===== src/rtl/core/assert_macros.svh =====
// assertion macros shared by the rtl files
`ifndef ASSERT_MACROS_SVH
`define ASSERT_MACROS_SVH

// same-cycle implication, held off during reset
`define ASSERT_IMPLIES(label, clk, rst, a, c) \
  label: assert property (@(posedge clk) disable iff (rst) (a) |-> (c)) \
    else $error("implication check failed");

// next-cycle implication, held off during reset
`define ASSERT_NEXT(label, clk, rst, a, c) \
  label: assert property (@(posedge clk) disable iff (rst) (a) |=> (c)) \
    else $error("next-cycle check failed");

`endif


===== src/rtl/core/pcvd_pkg.sv =====
// types and constants shared by the pid controller rtl
package pcvd_pkg;

  localparam int VW = 32;          // value width, q16.16
  localparam int FB = 16;          // fraction bits
  localparam int IW = 64;          // integral width
  localparam int XW = VW + 1;      // multiplicand width, holds a negated gain
  localparam int YW = IW;          // multiplier magnitude width
  localparam int AW = XW + YW;     // accumulator width
  localparam int QW = AW - FB;     // dividend width after the fraction shift
  localparam int DW = VW;          // divisor width
  localparam int CW = $clog2(QW + 1);

  localparam logic ACTION_SET_GOAL = 1'b1;

  typedef enum logic [2:0] {
    REG_KP  = 3'd0,
    REG_KI  = 3'd1,
    REG_KD  = 3'd2,
    REG_DIV = 3'd3,
    REG_TOL = 3'd4
  } reg_idx_t;

  typedef struct packed {
    logic                 action;
    logic signed [VW-1:0] measured;
    logic [VW-1:0]        timestamp_us;
    logic signed [VW-1:0] new_setpoint;
  } req_t;

  typedef struct packed {
    logic signed [VW-1:0] speed;
    logic signed [VW-1:0] position;
    logic signed [VW-1:0] error_now;
    logic                 in_tolerance;
  } rsp_t;

  typedef struct packed {
    logic                 start;
    logic                 load;
    logic signed [XW-1:0] x;
    logic [YW-1:0]        y;
    logic signed [AW-1:0] init;
  } mac_cmd_t;

  typedef struct packed {
    logic          start;
    logic [QW-1:0] dividend;
    logic [DW-1:0] divisor;
    logic [CW-1:0] nbits;
  } div_cmd_t;

endpackage


===== src/rtl/core/pcvd_mac.sv =====
// bit-serial multiply-accumulate, one multiplier bit per cycle
module pcvd_mac import pcvd_pkg::*; (
  input  logic                 clk,
  input  logic                 rst,
  input  mac_cmd_t             cmd,
  output logic                 busy,
  output logic signed [AW-1:0] acc
);

  logic signed [AW-1:0] addend;
  logic [YW-1:0]        y;

  always_ff @(posedge clk) begin
    if (rst) begin
      busy <= 1'b0;
    end else if (cmd.start) begin
      busy <= 1'b1;
    end else if (busy && y == '0) begin
      busy <= 1'b0;
    end
    if (cmd.start) begin
      addend <= AW'(cmd.x);
      y      <= cmd.y;
      if (cmd.load) begin
        acc <= cmd.init;
      end
    end else if (busy && y != '0) begin
      if (y[0]) begin
        acc <= acc + addend;
      end
      addend <= addend <<< 1;
      y      <= y >> 1;
    end
  end

endmodule


===== src/rtl/core/pcvd_div.sv =====
// restoring divider, one quotient bit per cycle
module pcvd_div import pcvd_pkg::*; (
  input  logic          clk,
  input  logic          rst,
  input  div_cmd_t      cmd,
  output logic          busy,
  output logic [QW-1:0] quotient
);

  logic [DW-1:0] rem;
  logic [DW-1:0] dvs;
  logic [CW-1:0] cnt;
  logic [DW:0]   trial;

  assign trial = {rem, quotient[QW-1]};

  always_ff @(posedge clk) begin
    if (rst) begin
      busy <= 1'b0;
    end else if (cmd.start) begin
      busy <= 1'b1;
    end else if (busy && cnt == '0) begin
      busy <= 1'b0;
    end
    if (cmd.start) begin
      quotient <= cmd.dividend;
      dvs      <= cmd.divisor;
      cnt      <= cmd.nbits;
      rem      <= '0;
    end else if (busy && cnt != '0) begin
      if (trial >= {1'b0, dvs}) begin
        rem      <= DW'(trial - {1'b0, dvs});
        quotient <= {quotient[QW-2:0], 1'b1};
      end else begin
        rem      <= trial[DW-1:0];
        quotient <= {quotient[QW-2:0], 1'b0};
      end
      cnt <= cnt - 1'b1;
    end
  end

endmodule


===== src/rtl/core/pid_controller_variable_dt_top.sv =====
// top level of the pid controller with measured time step
// An update item carries a q16.16 measurement and a microsecond timestamp and
// yields one result (speed, position, error, in-tolerance flag); a set-goal
// item loads the setpoint, clears the integral and yields nothing. One update
// runs through a bit-serial multiply-accumulate unit and a restoring divider,
// each handling one bit per cycle: the integral step (error times dt)
// overlaps the derivative divide, then the three gain products follow one
// after another (each finishing early when the multiplier runs out of set
// bits), then the divide of the weighted sum by output_divisor. Only one item
// is in work at a time; a finished result sits in the output register so the
// next item can be taken while it waits. Configuration is written through
// cfg_we/cfg_index/cfg_data with no handshake.
`include "assert_macros.svh"

module pid_controller_variable_dt_top import pcvd_pkg::*; (
  input  logic          clk,
  input  logic          rst,
  input  logic          req_valid,
  output logic          req_ready,
  input  req_t          req,
  output logic          rsp_valid,
  input  logic          rsp_ready,
  output rsp_t          rsp,
  input  logic          cfg_we,
  input  logic [2:0]    cfg_index,
  input  logic [VW-1:0] cfg_data
);

  typedef enum logic [3:0] {
    S_IDLE, S_INT_GO, S_INT_WAIT, S_P_GO, S_P_WAIT, S_I_GO, S_I_WAIT,
    S_D_GO, S_D_WAIT, S_Q_GO, S_Q_WAIT, S_FIN
  } state_t;

  localparam logic signed [VW-1:0] VMAX = {1'b0, {(VW-1){1'b1}}};
  localparam logic signed [VW-1:0] VMIN = {1'b1, {(VW-1){1'b0}}};

  state_t state;

  // configuration registers
  logic signed [VW-1:0] kp, ki, kd;
  logic [15:0]          odiv;
  logic [VW-2:0]        tol;

  // controller state
  logic signed [VW-1:0] goal, prev_err, pos;
  logic [VW-1:0]        prev_time;
  logic signed [IW-1:0] integral;

  // per-item working values
  logic signed [VW-1:0] err, speed;
  logic [VW-1:0]        dt, tstamp;
  logic signed [VW:0]   derr, deriv;

  mac_cmd_t             mac_cmd;
  div_cmd_t             div_cmd;
  logic                 mac_busy, div_busy;
  logic signed [AW-1:0] mac_acc;
  logic [QW-1:0]        div_q;

  logic signed [VW:0]   diff, pos_sum;
  logic signed [VW-1:0] err_next, pos_next;
  logic signed [AW-1:0] acc_sh;
  logic signed [QW-1:0] acc_q;
  logic [QW-1:0]        acc_mag;
  logic [VW-1:0]        err_mag, derr_mag, deriv_mag;
  logic [IW-1:0]        int_mag;
  logic signed [XW-1:0] kp_x, ki_x, kd_x;
  logic signed [IW-1:0] int_clamped;
  logic signed [VW-1:0] speed_next;
  logic signed [VW:0]   tol_s, err_s;
  logic                 tol_flag;

  assign req_ready = (state == S_IDLE);

  // error against the setpoint, saturated
  assign diff     = (VW+1)'(goal) - (VW+1)'(req.measured);
  assign err_next = (diff[VW] != diff[VW-1]) ? (diff[VW] ? VMIN : VMAX) : diff[VW-1:0];

  // magnitudes for the sign-magnitude multiply and divide
  assign err_mag   = err[VW-1] ? VW'(-err) : err;
  assign int_mag   = integral[IW-1] ? IW'(-integral) : integral;
  assign derr_mag  = derr[VW] ? VW'(-derr) : derr[VW-1:0];
  assign deriv_mag = deriv[VW] ? VW'(-deriv) : deriv[VW-1:0];
  assign kp_x      = XW'(kp);
  assign ki_x      = XW'(ki);
  assign kd_x      = XW'(kd);

  // weighted sum with the fraction shifted out, floor rounding
  assign acc_sh  = mac_acc >>> FB;
  assign acc_q   = acc_sh[QW-1:0];
  assign acc_mag = acc_q[QW-1] ? QW'(-acc_q) : acc_q;

  // integral saturates at 64 bits
  always_comb begin
    if (&mac_acc[AW-1:IW-1] || ~|mac_acc[AW-1:IW-1]) begin
      int_clamped = mac_acc[IW-1:0];
    end else begin
      int_clamped = mac_acc[AW-1] ? {1'b1, {(IW-1){1'b0}}} : {1'b0, {(IW-1){1'b1}}};
    end
  end

  // speed from the quotient magnitude and the sum's sign
  always_comb begin
    if (acc_q[QW-1]) begin
      speed_next = (div_q > QW'({1'b0, VMIN})) ? VMIN : VW'(-div_q[VW-1:0]);
    end else begin
      speed_next = (div_q > QW'(VMAX)) ? VMAX : div_q[VW-1:0];
    end
  end

  assign pos_sum  = (VW+1)'(pos) + (VW+1)'(speed);
  assign pos_next = (pos_sum[VW] != pos_sum[VW-1]) ? (pos_sum[VW] ? VMIN : VMAX)
                                                   : pos_sum[VW-1:0];

  // strictly inside plus/minus tolerance
  assign tol_s    = (VW+1)'({1'b0, tol});
  assign err_s    = (VW+1)'(err);
  assign tol_flag = (err_s > -tol_s) && (err_s < tol_s);

  // commands to the shared serial units
  always_comb begin
    mac_cmd = '0;
    div_cmd = '0;
    unique case (state)
      S_INT_GO: begin
        mac_cmd.start    = 1'b1;
        mac_cmd.load     = 1'b1;
        mac_cmd.init     = AW'(integral);
        mac_cmd.x        = XW'(err);
        mac_cmd.y        = YW'(dt);
        div_cmd.start    = 1'b1;
        div_cmd.dividend = {derr_mag, (QW-VW)'(0)};
        div_cmd.divisor  = dt;
        div_cmd.nbits    = CW'(VW);
      end
      S_P_GO: begin
        mac_cmd.start = 1'b1;
        mac_cmd.load  = 1'b1;
        mac_cmd.x     = err[VW-1] ? -kp_x : kp_x;
        mac_cmd.y     = YW'(err_mag);
      end
      S_I_GO: begin
        mac_cmd.start = 1'b1;
        mac_cmd.x     = integral[IW-1] ? -ki_x : ki_x;
        mac_cmd.y     = YW'(int_mag);
      end
      S_D_GO: begin
        mac_cmd.start = 1'b1;
        mac_cmd.x     = deriv[VW] ? -kd_x : kd_x;
        mac_cmd.y     = YW'(deriv_mag);
      end
      S_Q_GO: begin
        div_cmd.start    = 1'b1;
        div_cmd.dividend = acc_mag;
        div_cmd.divisor  = DW'((odiv == '0) ? 16'd1 : odiv);
        div_cmd.nbits    = CW'(QW);
      end
      default: begin
      end
    endcase
  end

  pcvd_mac u_mac (
    .clk  (clk),
    .rst  (rst),
    .cmd  (mac_cmd),
    .busy (mac_busy),
    .acc  (mac_acc)
  );

  pcvd_div u_div (
    .clk      (clk),
    .rst      (rst),
    .cmd      (div_cmd),
    .busy     (div_busy),
    .quotient (div_q)
  );

  // configuration writes, unknown indexes ignored
  always_ff @(posedge clk) begin
    if (rst) begin
      kp   <= '0;
      ki   <= '0;
      kd   <= '0;
      odiv <= 16'd1;
      tol  <= '0;
    end else if (cfg_we) begin
      unique case (reg_idx_t'(cfg_index))
        REG_KP:  kp   <= cfg_data;
        REG_KI:  ki   <= cfg_data;
        REG_KD:  kd   <= cfg_data;
        REG_DIV: odiv <= cfg_data[15:0];
        REG_TOL: tol  <= cfg_data[VW-2:0];
        default: begin
        end
      endcase
    end
  end

  // sequencer and output register
  always_ff @(posedge clk) begin
    if (rst) begin
      state     <= S_IDLE;
      rsp_valid <= 1'b0;
      goal      <= '0;
      integral  <= '0;
      prev_err  <= '0;
      prev_time <= '0;
      pos       <= '0;
    end else begin
      // the final step refills the output register itself
      if (rsp_valid && rsp_ready && state != S_FIN) begin
        rsp_valid <= 1'b0;
      end
      unique case (state)
        S_IDLE: begin
          if (req_valid) begin
            if (req.action == ACTION_SET_GOAL) begin
              goal     <= req.new_setpoint;
              integral <= '0;
            end else begin
              err    <= err_next;
              dt     <= req.timestamp_us - prev_time;
              derr   <= (VW+1)'(err_next) - (VW+1)'(prev_err);
              tstamp <= req.timestamp_us;
              state  <= S_INT_GO;
            end
          end
        end
        S_INT_GO: state <= S_INT_WAIT;
        S_INT_WAIT: begin
          if (!mac_busy && !div_busy) begin
            integral <= int_clamped;
            // zero elapsed time holds the derivative at zero
            if (dt == '0) begin
              deriv <= '0;
            end else if (derr[VW]) begin
              deriv <= -(VW+1)'(div_q[VW-1:0]);
            end else begin
              deriv <= (VW+1)'(div_q[VW-1:0]);
            end
            state <= S_P_GO;
          end
        end
        S_P_GO: state <= S_P_WAIT;
        S_P_WAIT: begin
          if (!mac_busy) begin
            state <= S_I_GO;
          end
        end
        S_I_GO: state <= S_I_WAIT;
        S_I_WAIT: begin
          if (!mac_busy) begin
            state <= S_D_GO;
          end
        end
        S_D_GO: state <= S_D_WAIT;
        S_D_WAIT: begin
          if (!mac_busy) begin
            state <= S_Q_GO;
          end
        end
        S_Q_GO: state <= S_Q_WAIT;
        S_Q_WAIT: begin
          if (!div_busy) begin
            speed <= speed_next;
            state <= S_FIN;
          end
        end
        S_FIN: begin
          // wait for the output register to free up
          if (!rsp_valid || rsp_ready) begin
            rsp.speed        <= speed;
            rsp.position     <= pos_next;
            rsp.error_now    <= err;
            rsp.in_tolerance <= tol_flag;
            rsp_valid        <= 1'b1;
            pos              <= pos_next;
            prev_time        <= tstamp;
            prev_err         <= err;
            state            <= S_IDLE;
          end
        end
        default: state <= S_IDLE;
      endcase
    end
  end

  // an update item always starts the integral step
  `ASSERT_NEXT(a_update_starts, clk, rst,
    req_valid && req_ready && req.action != ACTION_SET_GOAL, state == S_INT_GO)
  // both serial units are idle once the result is ready
  `ASSERT_IMPLIES(a_units_idle, clk, rst, state == S_FIN, !mac_busy && !div_busy)
  // a result appears only out of the final step
  `ASSERT_IMPLIES(a_rsp_source, clk, rst, $rose(rsp_valid), $past(state) == S_FIN)

endmodule

===== config.mk =====
export PLATFORM = sky130hd
export DESIGN_NAME = pid_controller_variable_dt_top
export DESIGN_NICKNAME = d
export VERILOG_FILES = /design/src/rtl/core/pcvd_pkg.sv /design/src/rtl/core/pcvd_mac.sv /design/src/rtl/core/pcvd_div.sv /design/src/rtl/core/pid_controller_variable_dt_top.sv
export VERILOG_INCLUDE_DIRS = /design/src /design/src/rtl/core
export SDC_FILE = /design/constraint.sdc
export NUM_CORES = 2
export LEC_CHECK = 0
export BUFFER_PORTS_ARGS = -buffer_cell sky130_fd_sc_hd__buf_2
export CAP_MARGIN = 10
export CORE_ASPECT_RATIO = 0.9
export CORE_MARGIN = 5
export CORE_UTILIZATION = 63
export CTS_CLUSTER_SIZE = 24
export DETAILED_ROUTE_END_ITERATION = 12
export PLACE_DENSITY = 0.92
export SLEW_MARGIN = 20
export SYNTH_ARGS = -nofsm -noshare
export SYNTH_HDL_FRONTEND = slang
export SYNTH_SLANG_ARGS = --single-unit

===== constraint.sdc =====
create_clock -name clk -period 13.2 [get_ports clk]
set_input_delay 1.32 -clock clk [delete_from_list [all_inputs] [get_ports clk]]
set_output_delay 1.32 -clock clk [all_outputs]
set_load 0.05 [all_outputs]

== Yosys cells after proc, flatten, opt, wreduce, memory -nomap -nowiden ==
Cells that the tools add are included.
Word-level totals
  flip-flop bits (word level): 1043
  latch bits: 0
  bits in writable memories: 0
  memory bits (read-only): 0
  bits of input ports: 137
  output and inout bits: 99
  logic and storage cells: 192
  memories kept: 0
Cells by class
  $add $sub $neg: 18
  multipliers: 0
  divide/modulo/power cells: 0
  order comparisons: 5
  equality and inequality tests: 28
  shift operators: 0
  muxes and demuxes: 58
  bitwise logic cells: 4
  reduce and logical (&&, ||, !) cells: 47
Operators by type and width (count)
  two-way mux 97 bit: 7
  two-way mux 64 bit: 8
  one-hot mux 97 bit (4 select lines): 1
  two-way mux 32 bit: 12
  two-way mux 81 bit: 3
  one-hot mux 121 bit (2 select lines): 1
  negation 32 -> 33 bit: 4
  negation 32 bit: 4
  one-hot mux 64 bit (2 select lines): 1
  two-way mux 33 bit: 3
  adder 97 bit: 1
  > comparator 81 x 31 -> 1 bit (second input constant): 1
  > comparator 81 x 32 -> 1 bit (second input constant): 1
  negation 81 bit: 1
  subtractor 32 x 32 -> 33 bit: 2
  logical NOT 64 bit: 1
  negation 64 bit: 1
  nonzero test 64 bit: 1
  subtractor 32 bit: 2
  one-hot mux 4 bit (12 select lines): 1
  AND reduction 34 bit: 1
  OR reduction 34 bit: 1
  adder 32 x 32 -> 33 bit: 1
  greater-or-equal comparator 33 x 32 -> 1 bit: 1
  other kinds (36): 100

== Logic depth before layout (Yosys ltp) ==
  depth in word-level cells: 6
  gate-level depth with buffers: 32

== Cells and area by module ==
From an unflattened synthesis, not the netlist that was laid out.
Second synthesis, totals
  cell total of the unflattened synthesis: 7484
  area total of the unflattened synthesis: 66877.9 sq um
By module, submodules not included
  pid_controller_variable_dt_top: instances 1, cells an instance 5088, area each 41733.8 sq um, sequential area each 15544.9 sq um
  pcvd_mac: instances 1, cells an instance 1671, area each 16828.6 sq um, sequential area each 7767.4 sq um
  pcvd_div: instances 1, cells an instance 725, area each 8315.5 sq um, sequential area each 4264.1 sq um

== Worst setup path before layout ==
Ideal clock, no wire load.
  path kind: register to register
  from: register state[1]
  to: register derr[0] (enable)
  setup time: 0.774 ns
  data arrival time: 11.175 ns
  data required time: 12.426 ns
  setup slack: 1.251 ns
  cell stages (with the launch flop): 5
  clock period less this slack: 11.949 ns
  cell sequence: dfxtp_1 -> clkbuf_1 -> nor4_1 -> nand2_1 -> nor3_1
On the way
  longest elaborated chain between the ends: 2
RTL lines
  from (decl): line pid_controller_variable_dt_top.sv:37  | state_t state;
  from (signal assigned): line pid_controller_variable_dt_top.sv:203  | state <= S_IDLE;
  from (signal assigned): line pid_controller_variable_dt_top.sv:226  | state <= S_INT_GO;
  from (signal assigned): line pid_controller_variable_dt_top.sv:230  | S_INT_GO: state <= S_INT_WAIT;
  logical NOT 4 bit
  net req_ready: line pid_controller_variable_dt_top.sv:19  | output logic req_ready,
  AND reduction 4 bit (no line)
  to (signal assigned): line pid_controller_variable_dt_top.sv:224  | derr <= (VW+1)'(err_next) - (VW+1)'(prev_err);
  to (decl): line pid_controller_variable_dt_top.sv:52  | logic signed [VW:0] derr, deriv;
The timed path passes the listed nets, and every way through them passes these cells.
A chain may end at the register's enable or synchronous reset.

== Worst setup path in the final report ==
  from: input req[80] (netlist name)
  to: register derr[32] (data pin)
On the way
  longest elaborated chain between the ends: 4
  elaborated cells between the ends (all ways): 5
RTL lines
  from (decl): line pid_controller_variable_dt_top.sv:20  | input req_t req,
  subtractor 32 x 32 -> 33 bit (*): line pid_controller_variable_dt_top.sv:76  | assign diff = (VW+1)'(goal) - (VW+1)'(req.measured);
  two-way mux 32 bit / != test 1 bit (equally long branches): line pid_controller_variable_dt_top.sv:77  | assign err_next = (diff[VW] != diff[VW-1]) ? (diff[VW] ? VMIN : VMAX) : diff[VW-1:0];
  two-way mux 32 bit (*): line pid_controller_variable_dt_top.sv:77
  net err_next[1]: line pid_controller_variable_dt_top.sv:61  | logic signed [VW-1:0] err_next, pos_next;
  subtractor 32 x 32 -> 33 bit (*): line pid_controller_variable_dt_top.sv:224
The timed path passes the listed nets; every way through them passes the cells marked *.

==> results.toml <==
[detailed_routing]
routed_wl_um = 196000
drt-initial-drc-count = 8744
wire_per_inst_um = 22.8
dr.pass1.iters = 10
antenna_left = 0
vias_per_cell = 6.68
routed-via-count = 57400
drcViolationCount = 0

[grt]
overflow = 0
antenna_found_initial = 3
grt_pass1_vias = 54000
grtUsageTotal = 0.353
grt_pass1_wl_um = 303000
grt_max_degree = 183

[run_status]
status = "completed"

[clock_tree]
cts_tree = "done"
clkSlewWorstSetupHoldPaths_ps = 60
cts_max_level = 3
cts_hold_buffers = 0
root_buffer = "clkbuf_16"
numCtsBuffers = 104
clock_sinks = 1043
cts_buffer_depth = 3
cts-resized-gates = 0
clk_latency_ps = 710
cts_setup_buffers = 0

[floorplanning]
initial_utilization = 0.634
die_w_um = 344
die-area_mm2 = 0.107
ios = 236
row_count = 110
die_h_um = 311
core_mm2 = 0.0999

[placement]
globalplace.congestion = 0.989
pre_cts_slack_ps = 4250
placed_cells = 8391
io_buffer_count = 235
dp_hpwl_um = 139000

[worst_setup_path]
critPathCaptureType = "register"
slowest_stage = "a2111oi_0"
crit_required_ps = 13770
start_kind = "input pin"
crit_top_cell = "a21o_1"
worstRegToRegCells = 27
critPathMaxStageDelay_ps = 790
crit-reg2reg-capture = "derr[32]$_DFFE_PP_"
worstSetupPathType = "in -> reg"
cp.arrival_ps = 8940
r2r_setup_slack_ps = 5240
crit_fanout = 30
r2r-start = "goal[16]$_SDFFE_PP0P_"

[synthesis]
syn_nets = 7600
synth_flop_cell = "edfxtp_1"
yosysMostFrequentCell = "nand2_1"
synth.area.top_cells = "edfxtp_1 (32%), dfxtp_1 (12%), nand2_1 (7.3%), ha_1 (6.5%), a21oi_1 (5.3%)"
synthCells = 7128
ys_types = 86
synth_edf_count = 669
synth.top_cell.area_share = 0.317
synthTopCellsByCount = "nand2_1 (1240), a21oi_1 (675), edfxtp_1 (669)"
syn_avg_cell_area_um2 = 8.89
ys_ff_latch = 1043
ys_async_sr_fraction = 0
yosys_warnings = 0
netlist_area_mm2 = 0.0633
synth_area_leader_cell = "edfxtp_1"
ys_seq_area_frac = 0.435

[pwr]
p_int_mw = 7.92
p_leak_nw = 26.4
pwr-share-comb = 0.379
ir_worst_vdd_uv = 125
clock_power_share = 0.242
swShare = 0.391
power.share.sequential = 0.378
power_density_mw_per_mm2 = 188
p_sw_mw = 5.09

[layout]
area_growth_pct = 9.10
final_nets = 7625
register_area_mm2 = 0.0276
fin_cells = 8592
nFillCells = 7289
drive_gt1_frac = 0.0817
multi_input_area_mm2 = 0.0334

[timing]
slew_headroom = 0.211
grt_setup_unrepaired = "no"
fin_ws_ps = 4820
report.final.slew_viol_count = 0
final-setup-viol-count = 0
finalHoldViolCount = 0
fin_tns_setup_ps = 0
period_share = 0.635
max_freq_mhz = 119
fin_crit_ps = 8380
worst_pin_slew_ps = 1180
skew_ps = 45.1

[worst_hold_path]
hold_class = "reg -> reg"
hold_end = "prev_err[17]$_SDFFE_PP0P_"
hp-start = "prev_err[17]$_SDFFE_PP0P_"
holdPathStages = 2

[job]
cap_viol_max_count = 0
[power groups by stage]
stage / Sequential (mW) / Clock [mW] / Combinational, mW
global placement: 4.92 / 0 / 4.57
global route: 4.95 / 3.30 / 5.38
floorplan: 4.69 / 0 / 3.66
CTS: 4.88 / 3.15 / 4.80
detailed placement: 4.94 / 0 / 4.74
finish: 4.93 / 3.16 / 4.93
[worst max path at each step]
| stage | from | end | slack (ps) | depth (start not counted) |
|---|---|---|---|---|
| 2_1_floorplan | state[1]$_SDFFE_PP0P_ | derr[0]$_DFFE_PP_ | 1250 | 4 |
| 3_3_place_gp | req[65] | derr[32]$_DFFE_PP_ | 4630 | 31 |
| 3_5_place_dp | req[65] | derr[32]$_DFFE_PP_ | 4250 | 31 |
| 4_1_cts | req[65] | derr[32]$_DFFE_PP_ | 4950 | 31 |
| 5_1_grt | req[65] | derr[32]$_DFFE_PP_ | 4340 | 29 |
| 6_report | req[80] | derr[32]$_DFFE_PP_ | 4820 | 29 |
[state kept, by name, summed over array words and instances (netlist names), 33 cells and up]
register / flops
u_mac.y: 64
rsp: 97
u_mac.acc: 97
u_mac.addend: 97
deriv: 33
derr: 33
integral: 64
u_div.quotient: 81
[metrics by stage]
stage          power, mW  area [um^2]  utilization  hold slack (ps)
5_1_grt             13.6        69100        0.692              472
2_1_floorplan       8.35        63300            -              431
3_3_place_gp        9.49        65500        0.655              442
6_report            13.0        69100        0.692              457
4_1_cts             12.8        69100        0.691              458
3_5_place_dp        9.68        65500        0.655              449
[cells in the final DEF, fill, tap and decap left out, types with 83 or more instances in the layout]
master     Yosys  final
edfxtp_1     669    669
nand2_1     1240   1237
inv_1        294    294
o31ai_1      110    110
xnor2_1      300    300
clkbuf_16      0    112
nand4_1      102    102
a21oi_1      675    671
xor2_1       301    301
dfxtp_1      374    373
or3_1         86     85
buf_2          2    234
ha_1         329    329
nor2_1       377    369
nor3_1       120    116
o21ai_0      534    534
a21o_1       172    172
nand3_1       85     83
[routing by layer]
metal / track usage / up-vias / wire, um
met3: 0.0760 / 816 / 24100
met5: 0 / - / 16
met4: 0.194 / 2 / 13200
met1: 0.466 / 26900 / 72400
met2: 0.543 / 3918 / 86500
li1: - / 25800 / -
[critical path: cells and delay by family]
family	cells	cell delay [ps]
AO/OA/AOI/OAI	19	5270
AND/OR/NAND/NOR	4	790
buffers and inverters	3	400
XOR/XNOR	1	250
adder cells (fa/ha/maj)	2	880
[final cells by class]
cell class	instances	share of cell area
Antenna cell	3	0.000109
Clock inverter	54	0.00842
Tap cell	1344	0.0243
Clock buffer	144	0.0439
Timing Repair Buffer	310	0.0255
Inverter	295	0.0160
Multi-Input combinational cell	5399	0.483
Sequential cell	1043	0.399
[cells by family after synthesis]
family	synth area share
simple gates	0.174
compound gates	0.198
flops	0.435
buf+inv	0.0407
xor+xnor	0.0831
fa+ha+maj	0.0670
mux	0.00273
(Power assumes the default switching activity.)
